`config.mk`:
```
export PLATFORM = sky130hd
export DESIGN_NAME = line_rasterizer
export DESIGN_NICKNAME = d
export VERILOG_FILES = /design/src/sv/lr_pkg.sv /design/src/sv/lr_walker.sv /design/src/sv/lr_indexer.sv /design/src/sv/line_rasterizer.sv
export SDC_FILE = /design/constraint.sdc
export NUM_CORES = 1
export LEC_CHECK = 0
export ABC_CLOCK_PERIOD_IN_PS = 17500
export BUFFER_PORTS_ARGS = -buffer_cell sky130_fd_sc_hd__buf_2
export CAP_MARGIN = 20
export CORE_UTILIZATION = 45
export DETAILED_ROUTE_END_ITERATION = 12
export GPL_TIMING_DRIVEN = 0
export HOLD_SLACK_MARGIN = 0.12
export PLACE_DENSITY = 0.67
export SLEW_MARGIN = 30
export SYNTH_ARGS = -nofsm -noshare
export SYNTH_HDL_FRONTEND = slang
export SYNTH_SLANG_ARGS = --single-unit
export TNS_END_PERCENT = 10
```
`constraint.sdc`:
```
create_clock -name clk -period 17.5 [get_ports clk]
set_input_delay 1.75 -clock clk [delete_from_list [all_inputs] [get_ports clk]]
set_output_delay 1.75 -clock clk [all_outputs]
set_load 0.005 [all_outputs]
```
`src/sv/lr_pkg.sv`:
```
`timescale 1ns / 1ps
// lr_pkg: shared types and constants for the line rasterizer
// no dependencies; imported by every module of the block

package lr_pkg;

  // largest image dimension; size registers saturate here
  localparam int unsigned MAX_DIM  = 4096;
  localparam int unsigned COORD_W  = 12;
  localparam int unsigned SIZE_W   = 13;
  localparam int unsigned COLOR_W  = 24;
  localparam int unsigned INDEX_W  = 24;
  localparam int unsigned ERR_W    = 14;
  localparam int unsigned CFG_IDX_W = 1;
  // width of the row times width product plus column
  localparam int unsigned PROD_W   = COORD_W + SIZE_W;

  localparam logic [SIZE_W-1:0] SIZE_MAX   = SIZE_W'(MAX_DIM);
  localparam logic [SIZE_W-1:0] SIZE_RESET = SIZE_W'(400);

  // command codes
  localparam logic CMD_START = 1'b0;
  localparam logic CMD_STEP  = 1'b1;

  // configuration register indexes
  localparam logic [CFG_IDX_W-1:0] REG_IMAGE_WIDTH  = CFG_IDX_W'(0);
  localparam logic [CFG_IDX_W-1:0] REG_IMAGE_HEIGHT = CFG_IDX_W'(1);

  typedef struct packed {
    logic               command;
    logic [COORD_W-1:0] start_x;
    logic [COORD_W-1:0] start_y;
    logic [COORD_W-1:0] end_x;
    logic [COORD_W-1:0] end_y;
    logic [COLOR_W-1:0] line_color;
  } lr_in_t;

  typedef struct packed {
    logic [COORD_W-1:0] pixel_x;
    logic [COORD_W-1:0] pixel_y;
    logic [INDEX_W-1:0] pixel_index;
    logic [COLOR_W-1:0] pixel_color;
    logic               outside;
    logic               last;
  } lr_out_t;

  // pixel handed from the walker to the index stage
  typedef struct packed {
    logic [COORD_W-1:0] x;
    logic [COORD_W-1:0] y;
    logic [SIZE_W-1:0]  width;
    logic [COLOR_W-1:0] color;
    logic               outside;
    logic               last;
  } lr_pix_t;

endpackage

```
`src/sv/lr_walker.sv`:
```
`timescale 1ns / 1ps
// lr_walker: line setup and Bresenham walk, one pixel per accepted step while a line is active
// depends on lr_pkg

module lr_walker import lr_pkg::*; (
  input  logic              clk,
  input  logic              rst,
  input  logic              in_valid,
  output logic              in_stall,
  input  lr_in_t            in_data,
  input  logic [SIZE_W-1:0] width,
  input  logic [SIZE_W-1:0] height,
  output lr_pix_t           pix,
  output logic              pix_valid,
  input  logic              pix_take
);

  // line state
  logic               busy;
  logic               steep_flag;
  logic [COORD_W-1:0] cur_major;
  logic [COORD_W-1:0] cur_minor;
  logic [COORD_W-1:0] major_end;
  logic [COORD_W-1:0] delta_major;
  logic [COORD_W-1:0] delta_minor;
  logic signed [ERR_W-1:0] error_term;
  logic               minor_step_down;
  logic [COLOR_W-1:0] held_color;

  logic accept;
  logic start_fire;
  logic step_fire;

  // setup terms
  logic [COORD_W-1:0] dx, dy;
  logic               steep;
  logic [COORD_W-1:0] maj_a, min_a, maj_b, min_b;
  logic [COORD_W-1:0] s_maj_a, s_min_a, s_maj_b, s_min_b;
  logic [COORD_W-1:0] s_span;

  // walk terms
  logic [COORD_W-1:0] cur_x, cur_y;
  logic               at_last;
  logic               is_outside;
  logic signed [ERR_W-1:0] err_sub;

  // handshake: hold input while a finished pixel cannot move on
  assign in_stall   = pix_valid && !pix_take;
  assign accept     = in_valid && !in_stall;
  assign start_fire = accept && (in_data.command == CMD_START);
  assign step_fire  = accept && (in_data.command == CMD_STEP) && busy;

  // endpoint ordering for a new line
  always_comb begin
    dx = (in_data.start_x > in_data.end_x) ? in_data.start_x - in_data.end_x
                                            : in_data.end_x - in_data.start_x;
    dy = (in_data.start_y > in_data.end_y) ? in_data.start_y - in_data.end_y
                                            : in_data.end_y - in_data.start_y;
    steep = dy > dx;
    if (steep) begin
      maj_a = in_data.start_y;
      min_a = in_data.start_x;
      maj_b = in_data.end_y;
      min_b = in_data.end_x;
    end else begin
      maj_a = in_data.start_x;
      min_a = in_data.start_y;
      maj_b = in_data.end_x;
      min_b = in_data.end_y;
    end
    if (maj_a > maj_b) begin
      s_maj_a = maj_b;
      s_min_a = min_b;
      s_maj_b = maj_a;
      s_min_b = min_a;
    end else begin
      s_maj_a = maj_a;
      s_min_a = min_a;
      s_maj_b = maj_b;
      s_min_b = min_b;
    end
  end

  // major span of the new line
  assign s_span = s_maj_b - s_maj_a;

  // current pixel and error update
  assign cur_x      = steep_flag ? cur_minor : cur_major;
  assign cur_y      = steep_flag ? cur_major : cur_minor;
  assign at_last    = cur_major == major_end;
  assign is_outside = ({1'b0, cur_x} >= width) || ({1'b0, cur_y} >= height);
  assign err_sub    = error_term - $signed({2'b00, delta_minor});

  // line state registers
  always_ff @(posedge clk) begin
    if (rst) begin
      busy <= 1'b0;
    end else if (start_fire) begin
      busy <= 1'b1;
    end else if (step_fire && at_last) begin
      busy <= 1'b0;
    end
  end

  always_ff @(posedge clk) begin
    if (start_fire) begin
      steep_flag      <= steep;
      cur_major       <= s_maj_a;
      cur_minor       <= s_min_a;
      major_end       <= s_maj_b;
      delta_major     <= s_span;
      delta_minor     <= (s_min_a > s_min_b) ? s_min_a - s_min_b : s_min_b - s_min_a;
      error_term      <= $signed({3'b000, s_span[COORD_W-1:1]});
      minor_step_down <= !(s_min_a < s_min_b);
      held_color      <= in_data.line_color;
    end else if (step_fire && !at_last) begin
      if (err_sub < 0) begin
        cur_minor  <= minor_step_down ? cur_minor - COORD_W'(1) : cur_minor + COORD_W'(1);
        error_term <= err_sub + $signed({2'b00, delta_major});
      end else begin
        error_term <= err_sub;
      end
      cur_major <= cur_major + COORD_W'(1);
    end
  end

  // pixel register toward the index stage
  always_ff @(posedge clk) begin
    if (rst) begin
      pix_valid <= 1'b0;
    end else if (!pix_valid || pix_take) begin
      pix_valid <= step_fire;
    end
  end

  always_ff @(posedge clk) begin
    if (step_fire) begin
      pix.x       <= cur_x;
      pix.y       <= cur_y;
      pix.width   <= width;
      pix.color   <= held_color;
      pix.outside <= is_outside;
      pix.last    <= at_last;
    end
  end

endmodule

```
`src/sv/lr_indexer.sv`:
```
`timescale 1ns / 1ps
// lr_indexer: linear pixel index and result register
// depends on lr_pkg

module lr_indexer import lr_pkg::*; (
  input  logic     clk,
  input  logic     rst,
  input  lr_pix_t  pix,
  input  logic     pix_valid,
  output logic     take,
  output logic     out_valid,
  input  logic     out_stall,
  output lr_out_t  out_data
);

  logic [PROD_W-1:0] row_base;
  logic [PROD_W-1:0] index_full;

  // result register frees when empty or being taken
  assign take = !out_valid || !out_stall;

  // y times width plus x
  assign row_base   = PROD_W'(pix.y) * PROD_W'(pix.width);
  assign index_full = row_base + PROD_W'(pix.x);

  always_ff @(posedge clk) begin
    if (rst) begin
      out_valid <= 1'b0;
    end else if (take) begin
      out_valid <= pix_valid;
    end
  end

  always_ff @(posedge clk) begin
    if (take && pix_valid) begin
      out_data.pixel_x     <= pix.x;
      out_data.pixel_y     <= pix.y;
      out_data.pixel_index <= pix.outside ? '0 : index_full[INDEX_W-1:0];
      out_data.pixel_color <= pix.color;
      out_data.outside     <= pix.outside;
      out_data.last        <= pix.last;
    end
  end

endmodule

```
`src/sv/line_rasterizer.sv`:
```
`timescale 1ns / 1ps
// line_rasterizer: Bresenham line generator top level
// depends on lr_pkg, lr_walker, lr_indexer
//
//   channel  | handshake             | payload
//   ---------+-----------------------+-------------------------
//   input    | in_valid / in_stall   | in_data   (lr_in_t)
//   output   | out_valid / out_stall | out_data  (lr_out_t)
//   config   | cfg_we                | cfg_index, cfg_data
//
// one command accepted per cycle while in_stall is low; a step while a line is active
// gives a pixel through the walker pixel register, then the index result register.
// start commands and steps while idle give no pixel.
// synchronous reset clears the line and sizes to 400 by 400.
// in_stall rises only while both the pixel register and the result register
// are full and the output is stalled.

module line_rasterizer import lr_pkg::*; (
  input  logic                 clk,
  input  logic                 rst,
  input  logic                 in_valid,
  output logic                 in_stall,
  input  lr_in_t               in_data,
  output logic                 out_valid,
  input  logic                 out_stall,
  output lr_out_t              out_data,
  input  logic                 cfg_we,
  input  logic [CFG_IDX_W-1:0] cfg_index,
  input  logic [SIZE_W-1:0]    cfg_data
);

  logic [SIZE_W-1:0] image_width;
  logic [SIZE_W-1:0] image_height;
  logic [SIZE_W-1:0] size_sat;
  lr_pix_t           pix;
  logic              pix_valid;
  logic              pix_take;

  // size registers, saturated on write
  assign size_sat = (cfg_data > SIZE_MAX) ? SIZE_MAX : cfg_data;

  always_ff @(posedge clk) begin
    if (rst) begin
      image_width  <= SIZE_RESET;
      image_height <= SIZE_RESET;
    end else if (cfg_we) begin
      unique case (cfg_index)
        REG_IMAGE_WIDTH:  image_width  <= size_sat;
        REG_IMAGE_HEIGHT: image_height <= size_sat;
        default:          ;
      endcase
    end
  end

  // line walk
  lr_walker u_walker (
    .clk       (clk),
    .rst       (rst),
    .in_valid  (in_valid),
    .in_stall  (in_stall),
    .in_data   (in_data),
    .width     (image_width),
    .height    (image_height),
    .pix       (pix),
    .pix_valid (pix_valid),
    .pix_take  (pix_take)
  );

  // index and result register
  lr_indexer u_indexer (
    .clk       (clk),
    .rst       (rst),
    .pix       (pix),
    .pix_valid (pix_valid),
    .take      (pix_take),
    .out_valid (out_valid),
    .out_stall (out_stall),
    .out_data  (out_data)
  );

endmodule

```
==> results of run 1 <==
## logic make-up after synthesis
family	count (synthesis)
fa+ha+maj	348
buf+inv	386
simple gates	623
mux	84
flops	266
xor+xnor	104
compound gates	496
## state kept, by name, summed over array words and instances, names as in the netlist
| signal | count |
|---|---|
| u_walker.cur_major | 12 |
| u_indexer.out_valid | 1 |
| u_walker.delta_major | 12 |
| image_width | 13 |
| u_walker.pix_valid | 1 |
| u_indexer.out_data | 74 |
| image_height | 13 |
| u_walker.pix | 63 |
| u_walker.busy | 1 |
| u_walker.error_term | 14 |
| u_walker.cur_minor | 12 |
| u_walker.minor_step_down | 1 |
| u_walker.major_end | 12 |
| u_walker.delta_minor | 12 |
| u_walker.steep_flag | 1 |
| u_walker.held_color | 24 |
## cell usage in the layout, fill, tap and decap left out, types with 8 or more instances in the layout
cell type,count
a211o_1,12
a211oi_1,24
a21o_1,58
a21oi_1,156
a31oi_1,9
and2_1,73
buf_1,12
buf_2,178
clkbuf_1,64
clkbuf_16,26
dfxtp_1,32
edfxtp_1,234
fa_1,129
ha_1,219
inv_1,295
mux2_2,33
mux2i_1,48
nand2_1,274
nand2b_1,9
nand3_1,27
nand4_1,21
nor2_1,125
nor2b_1,26
nor3_1,18
nor4_1,10
o211ai_1,38
o21a_1,21
o21ai_0,83
o21bai_1,24
or2_2,8
or3_1,10
xnor2_1,55
xor2_1,49
## path summary, 6_finish.rpt
check,start,endpoint,slack [ps],cells after the start
worst min register to register,u_walker.held_color[12],u_walker.pix[14],420,0
worst min-delay path,u_walker.held_color[12],u_walker.pix[14],420,0
worst max register to register,u_walker.pix[40],u_indexer.out_data[49],11100,22
worst max-delay path,in_data[48],u_walker.delta_minor[10],2390,53
## layer usage
| layer | GRT usage | vias up | share of wire |
|---|---|---|---|
| met2 | 0.429 | 631 | 0.47 |
| met5 | 0 | - | 0.00071 |
| li1 | - | 8316 | - |
| met1 | 0.312 | 8562 | 0.41 |
| met4 | 0.140 | 6 | 0.058 |
| met3 | 0.0289 | 159 | 0.057 |
## stage by stage
step	utilization	hold slack [ps]	instances	setup slack [ps]	instance area (sq um)
finish	0.514	415	3195	2390	25200
detailed placement	0.494	405	3144	2080	24200
CTS	0.514	415	3192	2630	25200
floorplan	-	400	2307	5160	22400
global placement	0.491	401	3137	1890	24100
global route	0.514	419	3192	1720	25200
## worst max-delay path, delay by kind of cell
| kind | cells | cell delay (ps) |
|---|---|---|
| AOI/OAI and AO/OA | 22 | 5510 |
| xor gates and xnor gates | 2 | 340 |
| adders and majority gates | 6 | 2020 |
| buffers and inverters | 12 | 2510 |
| muxes | 2 | 770 |
| and+or+nand+nor | 9 | 2470 |
## layout make-up
| class | instances | area [sq um] |
|---|---|---|
| diodes | 3 | 7.51 |
| plain buffers | 89 | 364 |
| clock buffers | 29 | 672 |
| clock inverters | 19 | 298 |
| fillers | 4513 | 23800 |
| inverters | 297 | 1120 |
| multi-input cells | 1655 | 13300 |
| flip-flops and latches | 266 | 7670 |
| well taps | 664 | 831 |
| repair buffers | 173 | 970 |
## power by group
| part | leakage [nW] | internal [mW] | total (mW) | switching, mW |
|---|---|---|---|---|
| clock network | 0.464 | 0.382 | 0.629 | 0.247 |
| registers | 2.44 | 0.942 | 1.00 | 0.0619 |
| logic | 8.25 | 1.50 | 3.91 | 2.41 |
| total | 11.2 | 2.82 | 5.54 | 2.72 |
==> reports/metrics.yaml, run 1 <==
arrival_ps: 15400
drc: 0
yosysSeqAreaShare: 0.342
synth.avg_cell_area_sq_um: 9.72
layout-drive-gt1-share: 0.121
antenna_found_initial: 6
peakVddDrop_uv: 149
synth_top_area_frac: 0.313
fin_crit_ps: 15110
cts_buffers: 26
startpoint_type: "input pin"
synthTopCellsByCount: "295 x inv_1, 275 x nand2_1, 234 x edfxtp_1"
grt_max_degree: 48
synth-xor-area-share: 0.0406
cts_tree: "built"
slew_viol_final: 0
yosysMostFrequentCell: "inv_1"
synth.largest_area_cell: "edfxtp_1"
critPathSlowestCell: "o21ai_0"
synth_top_family_by_area: "adder cells"
cts_sinks: 266
rsz0062_at_grt: "false"
setup_violations: 0
die_width_microns: 225
core_area_sq_um: 49100
required_ps: 17790
endpoint_kind: "flip-flop"
syn-num-nets: 2747
vias: 17700
slowest_delay_ps: 820
ctsResizeCount: 0
dp_hpwl_mm: 52.4
grt_usage: 0.252
via_per_inst: 5.53
critPathMaxFanout: 10
htreeDepth: 1
synth_edf_count: 234
tns_ps: 0
synthTopCellsByArea: "edfxtp_1 31%, ha_1 12%, fa_1 12%"
drt_pass1_iterations: 5
grt_pass1_vias: 17700
antenna_left: 0
synth_warnings: 0
worst_pin_slew_ps: 1030
hold_class: "reg2reg"
cts_root_buf: "clkbuf_16"
max_freq_mhz: 66.2
ys.flop_type: "edfxtp_1"
clk_latency_ps: 550
gp_congestion: 0.985
synth_area_sq_um: 22400
synth-adder-area-share: 0.237
muxShareOfSynthArea: 0.0399
final_nets: 2948
critPathMostFrequentCell: "a21o_1"
synthCells: 2307
outcome: "completed"
port_buffers: 166
async_reset_ff_frac: 0
finalHoldViolations: 0
num_io_pins: 168
slew_headroom: 0.303
synth-compound-area-share: 0.146
clock_path_buffers: 3
p_leak_nw: 11.2
wl_per_cell_microns: 19.9
power_density_nw_per_um2: 220
rows: 81
synth_simple_gate_area_frac: 0.128
grt_first_pass_wirelength_mm: 98.4
crit_type: "in2reg"
clk_pin_slew_ps: 60
syn2layout_area_growth_pct: 12.5
dr.first_iter.drc_count: 1369
ctsHoldBuffers: 0
grt-ovfl-total: 0
fin_worst_skew_ps: 11.5
dieHeight_microns: 225
postCtsSetupBuffers: 0
post-route-period-util: 0.863
initial_core_util: 0.457
drv_cap: 0
dieArea_sq_um: 50700
synth_cell_types: 82
wl_mm: 63.7
ys_seq_elements: 266
total_power_mw: 5.54
Note: power is estimated with default switching activity, not from simulation.
==> run 2: changes to the inputs <==
Settings changed: CORE_MARGIN set to 4.
==> reports/metrics.yaml, run 2 (synthesis results as in run 1) <==
vias: 17600
grt_usage: 0.232
arrival_ps: 15440
fin_util: 0.517
cts_sinks: 266
syn2layout_area_growth_pct: 13.0
drt_pass1_iterations: 5
final_nets: 2951
regToRegEndpoint: "u_indexer.out_data[48]"
grt-ovfl-total: 0
cts_tree: "built"
hold_depth: 0
critPathMostFrequentCell: "a21o_1"
wl_per_cell_microns: 19.7
intPower_mw: 2.85
met2_usage: 0.401
rr_startpoint: "u_walker.pix[44]"
finalInstanceArea_sq_um: 25300
htreeDepth: 1
max_freq_mhz: 66.1
port_buffers: 166
critPathSlowestCell: "nor4_1"
rows: 81
rsz0062_at_grt: "false"
dp_hpwl_mm: 52.1
cts_root_buf: "clkbuf_16"
wl_mm: 63.0
die_width_microns: 231
holdWs_ps: 417
final_cell_mix: "295 x inv_1, 274 x nand2_1, 234 x edfxtp_1"
grt_use_met1: 0.299
grt_util_met3: 0.0248
post-route-period-util: 0.864
drv_cap: 0
initial_core_util: 0.457
fin_ws_ps: 2370
cts_buffers: 29
p_leak_nw: 11.2
top_usage_layer: "met2"
pre_cts_ws_ps: 1980
grt_first_pass_wirelength_mm: 97.4
post-place-cells: 3144
fin_cells: 3201
dieArea_sq_um: 53500
crit_type: "in2reg"
critical_path.startpoint: "in_data[48]"
fin_crit_ps: 15130
slowest_delay_ps: 840
finalHoldViolations: 0
layout-drive-gt1-share: 0.123
core_area_sq_um: 49100
critPathMaxFanout: 10
final-seq-area_sq_um: 7670
outcome: "completed"
power_density_nw_per_um2: 218
startpoint_type: "input pin"
hold_class: "reg2reg"
largest_registers: "u_indexer.out_data x74, u_walker.pix x63, u_walker.held_color x24"
fillerInstances: 4520
grt_max_degree: 46
ctsResizeCount: 0
r2r_slack_ps: 11080
required_ps: 17810
num_io_pins: 168
seqPwrFrac: 0.181
tns_ps: 0
clk_latency_ps: 590
combPwrFrac: 0.696
postCtsSetupBuffers: 0
total_power_mw: 5.52
largest_reg_flops: 74
dieHeight_microns: 231
r2r_cells: 21
switching_power_mw: 2.67
p_sw_frac: 0.484
ctsHoldBuffers: 0
multi_input_comb_area_sq_um: 13300
p_clk_frac: 0.122
drc: 0
gp_congestion: 1.01
dr.first_iter.drc_count: 1311
clock_path_buffers: 3
min_from: "u_walker.held_color[15]"
slew_headroom: 0.317
slew_viol_final: 0
top_register: "u_indexer.out_data"
antenna_found_initial: 0
worst_pin_slew_ps: 1010
endpoint_kind: "flip-flop"
via_per_inst: 5.49
setup_violations: 0
clk_pin_slew_ps: 60
layout_commonest_cell: "inv_1"
holdPathEnd: "u_walker.pix[17]"
antenna_left: 0
peakVddDrop_uv: 159
grt_pass1_vias: 17600
postPlaceCellArea_sq_um: 24300
fin_worst_skew_ps: 17.0
## run 2: area by class of cell
type,instances,area share
clock buffers,36,0.0322
clock inverters,18,0.0101
flip-flops and latches,266,0.303
well taps,664,0.0328
repair buffers,173,0.0386
inverters,297,0.0441
multi-input cells,1655,0.525
diodes,3,0.000296
plain buffers,89,0.0144
## run 2: worst max-delay path by stage
stage | endpoint | slack, ps | cells past startpoint
2_1_floorplan | u_walker.delta_minor[9] | 5160 | 51
3_3_place_gp | u_walker.delta_minor[10] | 1740 | 53
3_5_place_dp | u_walker.delta_minor[10] | 1980 | 53
4_1_cts | u_walker.delta_minor[10] | 2540 | 53
5_1_grt | u_walker.delta_minor[10] | 1710 | 54
6_report | u_walker.delta_minor[9] | 2370 | 53
## run 2: power groups by stage
stage          Sequential, mW  Clock [mW]  Combinational, mW
2_1_floorplan           0.990           0               2.83
3_5_place_dp             1.02           0               3.77
5_1_grt                  1.01       0.719               4.26
6_report                 1.00       0.675               3.85
4_1_cts                  1.00       0.691               3.80
3_3_place_gp             1.02           0               3.68
## run 2: critical path, delay by kind of cell
kind                       cells  cell delay, ps
and+or+nand+nor                8            2560
AOI/OAI and AO/OA             22            5380
adders and majority gates      6            1970
buffers and inverters         12            2580
xor gates and xnor gates       2             200
muxes                          3             970
## run 2: routing by layer
| metal | up-vias | routed length, microns |
|---|---|---|
| met3 | 132 | 3720 |
| met5 | - | 0 |
| met2 | 602 | 30100 |
| li1 | 8335 | - |
| met1 | 8498 | 26400 |
| met4 | 0 | 2830 |
